## config.mk

```make
export PLATFORM = sky130hd
export DESIGN_NAME = tbs_addr_gen
export DESIGN_NICKNAME = d
export VERILOG_FILES = /design/src/tbs_pkg.sv /design/src/tbs_addr_gen.sv
export SDC_FILE = /design/constraint.sdc
export NUM_CORES = 1
export LEC_CHECK = 0
export BUFFER_PORTS_ARGS = -buffer_cell sky130_fd_sc_hd__buf_2
export CORE_MARGIN = 3
export CORE_UTILIZATION = 55
export DETAILED_ROUTE_END_ITERATION = 7
export PLACE_DENSITY_LB_ADDON = 0.12
export SYNTH_ARGS = -nofsm -noshare
export SYNTH_HDL_FRONTEND = slang
export SYNTH_SLANG_ARGS = --single-unit
```

## constraint.sdc

```tcl
create_clock -name clk -period 8.5 [get_ports clk]
set_input_delay 1.7 -clock clk [delete_from_list [all_inputs] [get_ports clk]]
set_output_delay 1.7 -clock clk [all_outputs]
set_load 0.03 [all_outputs]
```

## src/tbs_pkg.sv

```systemverilog
// Shared types and constants for the texture bilinear sampler.
// No dependencies; every other file of the block imports this package.
package tbs_pkg;

  localparam int MAX_TEXELS_DEF = 4096;
  localparam int MAX_DIM_DEF    = 64;
  localparam int FRAC_BITS_DEF  = 16;

  localparam int COORD_W     = 17;
  localparam int COORD_FRAC  = 16;
  localparam int TEXEL_IDX_W = 12;
  localparam int CHAN_W      = 8;
  localparam int NUM_CH      = 3;
  localparam int TEXEL_W     = CHAN_W * NUM_CH;
  localparam int CFG_DIM_W   = 7;
  localparam int CFG_IDX_W   = 2;
  localparam int CFG_DATA_W  = 7;
  localparam int NUM_TAPS    = 4;

  localparam logic [COORD_W-1:0] COORD_ONE = 17'h10000;

  localparam logic [CFG_IDX_W-1:0] REG_TEX_WIDTH   = 2'd0;
  localparam logic [CFG_IDX_W-1:0] REG_TEX_HEIGHT  = 2'd1;
  localparam logic [CFG_IDX_W-1:0] REG_FILTER_MODE = 2'd2;

  localparam logic KIND_WRITE  = 1'b0;
  localparam logic KIND_SAMPLE = 1'b1;

  localparam logic MODE_NEAREST  = 1'b0;
  localparam logic MODE_BILINEAR = 1'b1;

  localparam int TAP_00 = 0;
  localparam int TAP_10 = 1;
  localparam int TAP_01 = 2;
  localparam int TAP_11 = 3;

  localparam int CH_BLUE  = 0;
  localparam int CH_GREEN = 1;
  localparam int CH_RED   = 2;

  typedef struct packed {
    logic [CFG_DIM_W-1:0] tex_width;
    logic [CFG_DIM_W-1:0] tex_height;
    logic                 filter_mode;
  } tbs_cfg_t;

  typedef struct packed {
    logic                valid;
    logic [NUM_TAPS-1:0] texel_ok;
  } tbs_ctl_t;

endpackage

```

## src/tbs_addr_gen.sv

```systemverilog
// Coordinate scaling and texel address generation for the sampler pipeline.
// Depends on tbs_pkg; feeds the texel memory with reads, writes and weights.
module tbs_addr_gen import tbs_pkg::*; #(
  parameter int MAX_TEXELS = MAX_TEXELS_DEF,
  parameter int MAX_DIM    = MAX_DIM_DEF,
  parameter int FRAC_BITS  = FRAC_BITS_DEF,
  localparam int IDX_W     = (MAX_TEXELS > 1) ? $clog2(MAX_TEXELS) : 1
) (
  input  logic                           clk,
  input  logic                           rst_n,
  input  tbs_cfg_t                       cfg,
  input  logic                           in_take,
  input  logic                           in_kind,
  input  logic [TEXEL_IDX_W-1:0]         in_index,
  input  logic [TEXEL_W-1:0]             in_texel,
  input  logic [COORD_W-1:0]             in_u,
  input  logic [COORD_W-1:0]             in_v,
  output tbs_ctl_t                       req_ctl,
  output logic                           wr_en,
  output logic [IDX_W-1:0]               wr_idx,
  output logic [TEXEL_W-1:0]             wr_data,
  output logic [NUM_TAPS-1:0][IDX_W-1:0] rd_idx,
  output logic [FRAC_BITS-1:0]           frac_x,
  output logic [FRAC_BITS-1:0]           frac_y
);

  localparam int DIM_W  = $clog2(MAX_DIM + 1);
  localparam int TX_W   = COORD_W + DIM_W;
  localparam int ADDR_W = $clog2(MAX_DIM * MAX_DIM + MAX_TEXELS + 4096);
  localparam logic [TX_W-1:0] ROUND_HALF = TX_W'(1) << (COORD_FRAC - 1);

  logic [DIM_W-1:0] w_eff, h_eff, wm1, hm1;
  logic             bilinear;

  logic                   s1_valid_r, s1_kind_r;
  logic [TEXEL_IDX_W-1:0] s1_idx_r;
  logic [TEXEL_W-1:0]     s1_texel_r;
  logic [COORD_W-1:0]     s1_u_r, s1_v_r;
  logic [COORD_W-1:0]     u_sat, v_sat;
  logic [TX_W-1:0]        tx_nxt, ty_nxt;

  logic                   s2_valid_r, s2_kind_r;
  logic [TEXEL_IDX_W-1:0] s2_idx_r;
  logic [TEXEL_W-1:0]     s2_texel_r;
  logic [TX_W-1:0]        s2_tx_r, s2_ty_r;
  logic [TX_W-1:0]        txr, tyr;
  logic [DIM_W-1:0]       x0_nxt, x1_nxt, y0_nxt, y1_nxt;
  logic [DIM_W:0]         x0p, y0p;
  logic [FRAC_BITS-1:0]   fx_nxt, fy_nxt;

  logic                   s3_valid_r, s3_kind_r;
  logic [TEXEL_IDX_W-1:0] s3_idx_r;
  logic [TEXEL_W-1:0]     s3_texel_r;
  logic [DIM_W-1:0]       s3_x0_r, s3_x1_r, s3_y0_r, s3_y1_r;
  logic [FRAC_BITS-1:0]   s3_fx_r, s3_fy_r;
  logic [ADDR_W-1:0]      row0, row1;
  logic [NUM_TAPS-1:0][ADDR_W-1:0] addr;
  logic [NUM_TAPS-1:0]             addr_ok;
  logic [NUM_TAPS-1:0][IDX_W-1:0]  rd_idx_nxt;
  logic [ADDR_W-1:0]      wr_addr;
  logic                   wr_ok;

  tbs_ctl_t                       req_ctl_r;
  logic                           wr_en_r;
  logic [IDX_W-1:0]               wr_idx_r;
  logic [TEXEL_W-1:0]             wr_data_r;
  logic [NUM_TAPS-1:0][IDX_W-1:0] rd_idx_r;
  logic [FRAC_BITS-1:0]           fx_r, fy_r;

  always_comb begin
    if (cfg.tex_width == '0) begin
      w_eff = DIM_W'(1);
    end else if (int'(cfg.tex_width) > MAX_DIM) begin
      w_eff = DIM_W'(MAX_DIM);
    end else begin
      w_eff = DIM_W'(cfg.tex_width);
    end
    if (cfg.tex_height == '0) begin
      h_eff = DIM_W'(1);
    end else if (int'(cfg.tex_height) > MAX_DIM) begin
      h_eff = DIM_W'(MAX_DIM);
    end else begin
      h_eff = DIM_W'(cfg.tex_height);
    end
  end

  assign wm1      = w_eff - DIM_W'(1);
  assign hm1      = h_eff - DIM_W'(1);
  assign bilinear = (cfg.filter_mode == MODE_BILINEAR);

  // Stage 1: input word, coordinate saturation and scaling.
  always_ff @(posedge clk) begin
    if (!rst_n) begin
      s1_valid_r <= 1'b0;
    end else begin
      s1_valid_r <= in_take;
    end
    if (in_take) begin
      s1_kind_r  <= in_kind;
      s1_idx_r   <= in_index;
      s1_texel_r <= in_texel;
      s1_u_r     <= in_u;
      s1_v_r     <= in_v;
    end
  end

  assign u_sat  = (s1_u_r > COORD_ONE) ? COORD_ONE : s1_u_r;
  assign v_sat  = (s1_v_r > COORD_ONE) ? COORD_ONE : s1_v_r;
  assign tx_nxt = TX_W'(u_sat) * TX_W'(wm1);
  assign ty_nxt = TX_W'(v_sat) * TX_W'(hm1);

  // Stage 2: integer positions, neighbor clamp and fractions.
  always_ff @(posedge clk) begin
    if (!rst_n) begin
      s2_valid_r <= 1'b0;
    end else begin
      s2_valid_r <= s1_valid_r;
    end
    s2_kind_r  <= s1_kind_r;
    s2_idx_r   <= s1_idx_r;
    s2_texel_r <= s1_texel_r;
    s2_tx_r    <= tx_nxt;
    s2_ty_r    <= ty_nxt;
  end

  assign txr = s2_tx_r + ROUND_HALF;
  assign tyr = s2_ty_r + ROUND_HALF;

  // Nearest mode uses zero fractions and a single texel, which the blend
  // then passes through unchanged.
  always_comb begin
    if (bilinear) begin
      x0_nxt = DIM_W'(s2_tx_r >> COORD_FRAC);
      y0_nxt = DIM_W'(s2_ty_r >> COORD_FRAC);
      fx_nxt = s2_tx_r[COORD_FRAC-1 -: FRAC_BITS];
      fy_nxt = s2_ty_r[COORD_FRAC-1 -: FRAC_BITS];
    end else begin
      x0_nxt = DIM_W'(txr >> COORD_FRAC);
      y0_nxt = DIM_W'(tyr >> COORD_FRAC);
      fx_nxt = '0;
      fy_nxt = '0;
    end
    x0p = {1'b0, x0_nxt} + (DIM_W + 1)'(1);
    y0p = {1'b0, y0_nxt} + (DIM_W + 1)'(1);
    if (!bilinear) begin
      x1_nxt = x0_nxt;
    end else if (x0p < {1'b0, wm1}) begin
      x1_nxt = x0p[DIM_W-1:0];
    end else begin
      x1_nxt = wm1;
    end
    if (!bilinear) begin
      y1_nxt = y0_nxt;
    end else if (y0p < {1'b0, hm1}) begin
      y1_nxt = y0p[DIM_W-1:0];
    end else begin
      y1_nxt = hm1;
    end
  end

  // Stage 3: row-major addresses and range checks.
  always_ff @(posedge clk) begin
    if (!rst_n) begin
      s3_valid_r <= 1'b0;
    end else begin
      s3_valid_r <= s2_valid_r;
    end
    s3_kind_r  <= s2_kind_r;
    s3_idx_r   <= s2_idx_r;
    s3_texel_r <= s2_texel_r;
    s3_x0_r    <= x0_nxt;
    s3_x1_r    <= x1_nxt;
    s3_y0_r    <= y0_nxt;
    s3_y1_r    <= y1_nxt;
    s3_fx_r    <= fx_nxt;
    s3_fy_r    <= fy_nxt;
  end

  assign row0 = ADDR_W'(s3_y0_r) * ADDR_W'(w_eff);
  assign row1 = ADDR_W'(s3_y1_r) * ADDR_W'(w_eff);

  always_comb begin
    addr[TAP_00] = row0 + ADDR_W'(s3_x0_r);
    addr[TAP_10] = row0 + ADDR_W'(s3_x1_r);
    addr[TAP_01] = row1 + ADDR_W'(s3_x0_r);
    addr[TAP_11] = row1 + ADDR_W'(s3_x1_r);
    for (int t = 0; t < NUM_TAPS; t++) begin
      addr_ok[t]    = (addr[t] < ADDR_W'(MAX_TEXELS));
      rd_idx_nxt[t] = addr_ok[t] ? IDX_W'(addr[t]) : '0;
    end
  end

  assign wr_addr = ADDR_W'(s3_idx_r);
  assign wr_ok   = (wr_addr < ADDR_W'(MAX_TEXELS));

  always_ff @(posedge clk) begin
    if (!rst_n) begin
      req_ctl_r <= '0;
      wr_en_r   <= 1'b0;
    end else begin
      req_ctl_r.valid    <= s3_valid_r && (s3_kind_r == KIND_SAMPLE);
      req_ctl_r.texel_ok <= addr_ok;
      wr_en_r            <= s3_valid_r && (s3_kind_r == KIND_WRITE) && wr_ok;
    end
    wr_idx_r  <= wr_ok ? IDX_W'(wr_addr) : '0;
    wr_data_r <= s3_texel_r;
    rd_idx_r  <= rd_idx_nxt;
    fx_r      <= s3_fx_r;
    fy_r      <= s3_fy_r;
  end

  assign req_ctl = req_ctl_r;
  assign wr_en   = wr_en_r;
  assign wr_idx  = wr_idx_r;
  assign wr_data = wr_data_r;
  assign rd_idx  = rd_idx_r;
  assign frac_x  = fx_r;
  assign frac_y  = fy_r;

  assert property (@(posedge clk) disable iff (!rst_n)
    s3_valid_r |-> (s3_x1_r == s3_x0_r) || (s3_x1_r == s3_x0_r + DIM_W'(1)))
    else $error("right neighbor is neither the column itself nor the next one");

  assert property (@(posedge clk) disable iff (!rst_n)
    wr_en_r |-> !req_ctl_r.valid)
    else $error("texel write and sample issued in the same cycle");

endmodule

```

# --- After elaboration in Yosys (flattened, before gate mapping) ---
# Index checks and enable logic that the tools add are counted.
totals:
  ff_bits: 376
  latchBits: 0
  ram_bits: 0
  mem_bits_ro: 0
  in_bits: 89
  output_inout_bits: 122
  mem_count: 0
op_classes:
  n_addsub: 10
  mul: 4
  n_div: 0
  n_lt_le_gt_ge: 11
  n_eq_ne: 0
  shift: 0
  mux: 12
  bitwise_logic: 1
  n_reduce_logical: 5
ops:
  columns: ["cell", "n"]
  rows:
  - ["$mux 7", 10]
  - ["$add 14x7->14", 4]
  - ["$lt 14x13->1 const B", 4]
  - ["$add 23x16->23 const B", 2]
  - ["$mul 17x7->23", 2]
  - ["$gt 17x17->1 const B", 2]
  - ["$mux 17", 2]
  - ["$mul 7x7->14", 2]
  - ["$add 7x1->8 const B", 2]
  - ["$lt 8x7->1", 2]
  - ["$gt 7x7->1 const B", 2]
  - ["$logic_not 7->1", 2]
  - ["$sub 7x1->7 const B", 2]
  - ["$lt 12x13->1 const B", 1]
  - ["$logic_and 1x1->1", 3]
  - ["$not 1->1", 1]

# --- Logic depth before layout (Yosys ltp) ---
depth:
  word_depth: 7
  depth_mapped: 28
  depth_no_buf: 28

# --- Worst setup path before layout ---
# Ideal clock, no wire load.
synth_path:
  kind: "input-to-reg"
  startpoint: "input cfg[3] in the netlist's numbering"
  endpoint: "register s2_ty_r[21]"
  setup_ns: 0.127
  arrival_time_ns: 7.698
  t_required_ns: 8.373
  setup_slack_ns: 0.675
  path_stages: 26
  path_cell_list: "or4_1 > nor2_1 > nor2_1 > nor2_1 > inv_1 > ha_1 > xnor2_1 > nor2_1 > clkbuf_1 > and2_1 > fa_1 > inv_1 > fa_1 > inv_1 > fa_1 > inv_1 > fa_1 > inv_1 > ha_1 > o21a_1 > o21ai_0 > nor3_1 > o41ai_1 > o21ai_0 > nor4b_1 > or3_1"
synth_between:
  elab_chain_cells: 5
  elab_cells_between_ends: 6
  cone_classes: "1 x add/sub; 1 x mul; 1 x order compare; 2 x mux; 1 x reduce/logical"
synth_lines:
  columns: ["item", "line", "source"]
  rows:
  - ["start: declaration", "tbs_addr_gen.sv:11", "input tbs_cfg_t cfg,"]
  - ["$gt 7x7->1", "tbs_addr_gen.sv:80", "end else if (int'(cfg.tex_height) > MAX_DIM) begin"]
  - ["$mux 7", "tbs_addr_gen.sv:80", null]
  - ["$mux 7 *", "tbs_addr_gen.sv:78", "if (cfg.tex_height == '0) begin"]
  - ["$sub 7x1->7 *", "tbs_addr_gen.sv:88", "assign hm1 = h_eff - DIM_W'(1);"]
  - ["$mul 17x7->23 *", "tbs_addr_gen.sv:110", "assign ty_nxt = TX_W'(v_sat) * TX_W'(hm1);"]
  - ["named net ty_nxt[21]", "tbs_addr_gen.sv:40", "logic [TX_W-1:0] tx_nxt, ty_nxt;"]
  - ["end signal: assignment", "tbs_addr_gen.sv:123", "s2_ty_r <= ty_nxt;"]
  - ["end: declaration", "tbs_addr_gen.sv:45", "logic [TX_W-1:0] s2_tx_r, s2_ty_r;"]
# The timed path passes the listed nets; every way through them passes the cells marked *.
# A chain may end at the register's enable or synchronous reset.

# --- Final worst setup path ---
# Same ends and word-level chain as after synthesis.

==> impl_metrics.ini <==
[route]
drt-total-wl_mm = 50.02
dr_total_vias = 15930
dr.first_iter.drc_count = 882
ant_nets = 0
dr.pass1.iters = 7
drc = 0
avgViaCountPerCell = 5.304
wire_per_inst_um = 16.66

[timing]
min_period_over_period_pct = 90.56
finalHoldViolations = 0
drv_slew = 0
setup_viol = 0
slew_headroom_pct = 29.43
fmaxAchievable_mhz = 129.9
finalClockSkew_ns = 0.02868
finalCriticalPeriod_ns = 7.698
fin_tns_setup_ns = 0
worst_slew_pin_slew_ns = 1.052
rsz0062_at_grt = no

[grt]
grt_use_met1_pct = 31.26
met2_usage_pct = 37.82
use_met3_pct = 4.068
grt_start_max_net_pins = 63
grt_pass1_vias = 16270
antenna_found_initial = 0
gr-usage-all-layers_pct = 23.09
grt_busiest_layer = met2
grt_first_pass_wirelength_mm = 82.29
grt_overflow = 0

[synthesis]
synth-seq-cells = 376
netlist_area_um2 = 22610
syn_nets = 2682
syn_avg_cell_area_um2 = 10.26
synth_edf_count = 71
yosysUniqueCellTypes = 87
seq_area_frac_synth_pct = 36.43
synthTopCellsByArea = dfxtp_1 27%, fa_1 18%, ha_1 11%, edfxtp_1 9.4%, and2_1 5.0%
postSynth.asyncResetShare_pct = 0
syn_inst = 2205
yosysTopAreaCellShare_pct = 27.00
ys.flop_type = dfxtp_1
yosys_warnings = 0
synth_area_leader_cell = dfxtp_1

[place]
gp_congestion = 0.9448
post-dp-hpwl_mm = 39.72
placed_area_um2 = 24430
placed_cells = 2932
port_buffers = 210

[clock_network]
cts_sinks = 376
ctsHoldBuffers = 0
cts_inserted_buffers = 39
h-tree-depth = 2
clockBufferDepth = 3
cts_root_buffer = clkbuf_16
clkTransAtPathRegs_ns = 0.06
cts_tree = built
cts_setup_buffers = 0
ctsResizeCount = 0
insertion_delay_ns = 0.56

[pwr]
power_mw = 10.51
power.density_nw_per_um2 = 407.2
vdd_drop_max_mv = 0.2488
leakage_nw = 12.45

[worst_setup_path]
path_max_fanout = 11
start_kind = input pin
cp.arrival_ns = 8.21
r2r_slack_ns = 1.93
end_kind = flip-flop
cp.required_ns = 9.01
crit_type = in2reg

[layout]
fill_cells = 3312
final_net_count = 2925
diodes = 0
syn2layout_area_growth_pct = 14.15
finalNonFillerCells = 3003
layout-drive-gt1-share_pct = 13.96
multi_input_area_um2 = 13170
stdcell_area_um2 = 25810
ff_latch_area_um2 = 8238

[job]
cap_violations = 0

[die]
dieWidth_um = 208.8
die_y_um = 208.8
core_area_um2 = 40190
start_util_pct = 56.27
num_rows = 73
dieArea_um2 = 43580
pin_count = 211

[run_status]
status = finished clean

[worst_hold_path]
hold_class = reg2reg
==> per-layer routing <==
layer | share of wire, % | up-vias
li1 | - | 7750
met1 | 45 | 7625
met2 | 46 | 458
met3 | 6.3 | 95
met4 | 3.2 | 0
met5 | 0 | -
==> cell usage after synthesis (all sizes together) (12+ instances only) <==
library cell,count
nand2b,13
nand2,160
dfxtp,305
edfxtp,71
mux2i,15
nor2,144
and2,179
fa,198
a21o,25
nor3,45
and3,43
nor4,12
a211oi,20
ha,190
nand3,42
inv,266
nor2b,28
o21ai,52
xor2,32
xnor2,86
clkbuf,42
a21oi,78
o21a,23
==> critical path: stages <==
cell	delay (ns)
buf_2	0.12
or4_1	0.54
nor2_1	0.10
nor2_1	0.05
nor2_1	0.12
inv_1	0.09
ha_1	0.27
a21oi_1	0.16
a21oi_1	0.10
nor2_1	0.51
nand2_1	0.17
fa_1	0.52
fa_1	0.49
inv_1	0.05
fa_1	0.47
inv_1	0.05
fa_1	0.49
inv_1	0.05
ha_1	0.33
o21a_1	0.20
o21ai_0	0.19
nor3_1	0.10
o41ai_1	0.47
o21ai_0	0.21
buf_4	0.18
nor4b_1	0.30
or3_1	0.15
==> metrics by stage <==
step / setup slack, ns / hold WS [ns] / utilization (%)
4_1_cts: 0.8220 / 0.3178 / 64.23
2_1_floorplan: 0.6752 / 0.3096 / -
3_5_place_dp: 0.2411 / 0.3121 / 60.78
3_3_place_gp: 0.3619 / 0.3098 / 60.78
5_1_grt: 0.1817 / 0.3184 / 64.23
6_report: 0.8021 / 0.3160 / 64.23
==> cell families (layout without fill, tap and decap cells) <==
kind of cell	Yosys count	after routing	synth area share, %
and+or+nand+nor	715	715	16.43
xor gates and xnor gates	118	118	4.604
buffers and inverters	316	589	5.339
muxes	17	17	0.7635
AOI/OAI and AO/OA	275	275	8.388
DFF	376	376	36.43
adders and majority gates	388	388	28.04
==> cell usage in the layout (no fill, tap or decap), types with 4 or more instances in the layout <==
cell,instances
and3_1,42
o21ai_0,49
nand2_1,159
nand2b_1,12
clkbuf_8,6
nor2b_1,27
buf_4,42
or3_1,9
nand4b_1,6
ha_1,190
o21a_1,23
mux2i_1,15
nand4_1,7
inv_1,266
o21bai_1,8
fa_1,198
a211oi_1,16
or2_2,4
clkbuf_1,6
a211oi_2,4
dfxtp_1,305
nor2_1,143
a21o_1,25
edfxtp_1,71
buf_2,209
o211ai_1,10
nand3_1,42
a21boi_0,7
xnor2_1,85
clkbuf_16,42
nor3_1,43
a31oi_1,9
xor2_1,32
and2_1,179
nor4_1,11
a21oi_1,78
nand3b_1,4
==> flip-flops by register name (all words and copies together) (netlist names), 16 cells and up <==
name	count
s1_v_r	17
wr_data	24
s3_fx_r	16
s1_u_r	17
s2_texel_r	24
frac_x	16
s2_tx_r	23
frac_y	16
s2_ty_r	23
s3_texel_r	24
s3_fy_r	16
rd_idx	48
s1_texel_r	24
==> cell type report <==
class                      count  share of cell area (%)
inverter                     267                   3.883
tap                          525                   2.545
clock buffer                  54                   4.479
timing repair buffer         251                   5.274
multi-input combinational   1513                   51.01
sequential                   376                   31.91
clock inverter                17                  0.8919
==> path summary, 6_finish.rpt <==
path	start	to	cells past startpoint
setup / recovery	cfg[3]	s2_ty_r[21]$_DFF_P_	27
hold / removal	s2_texel_r[16]$_DFF_P_	s3_texel_r[16]$_DFF_P_	0
setup reg to reg	s1_v_r[1]$_DFFE_PP_	s2_ty_r[21]$_DFF_P_	20
hold reg to reg	s2_texel_r[16]$_DFF_P_	s3_texel_r[16]$_DFF_P_	0
==> where the power goes <==
| group | total (mW) | internal (mW) | switching, mW |
|---|---|---|---|
| logic | 6.15 | 2.50 | 3.65 |
| registers | 2.61 | 2.34 | 0.273 |
| clock network | 1.75 | 1.04 | 0.716 |
Note: power is estimated with default switching activity, not from simulation.
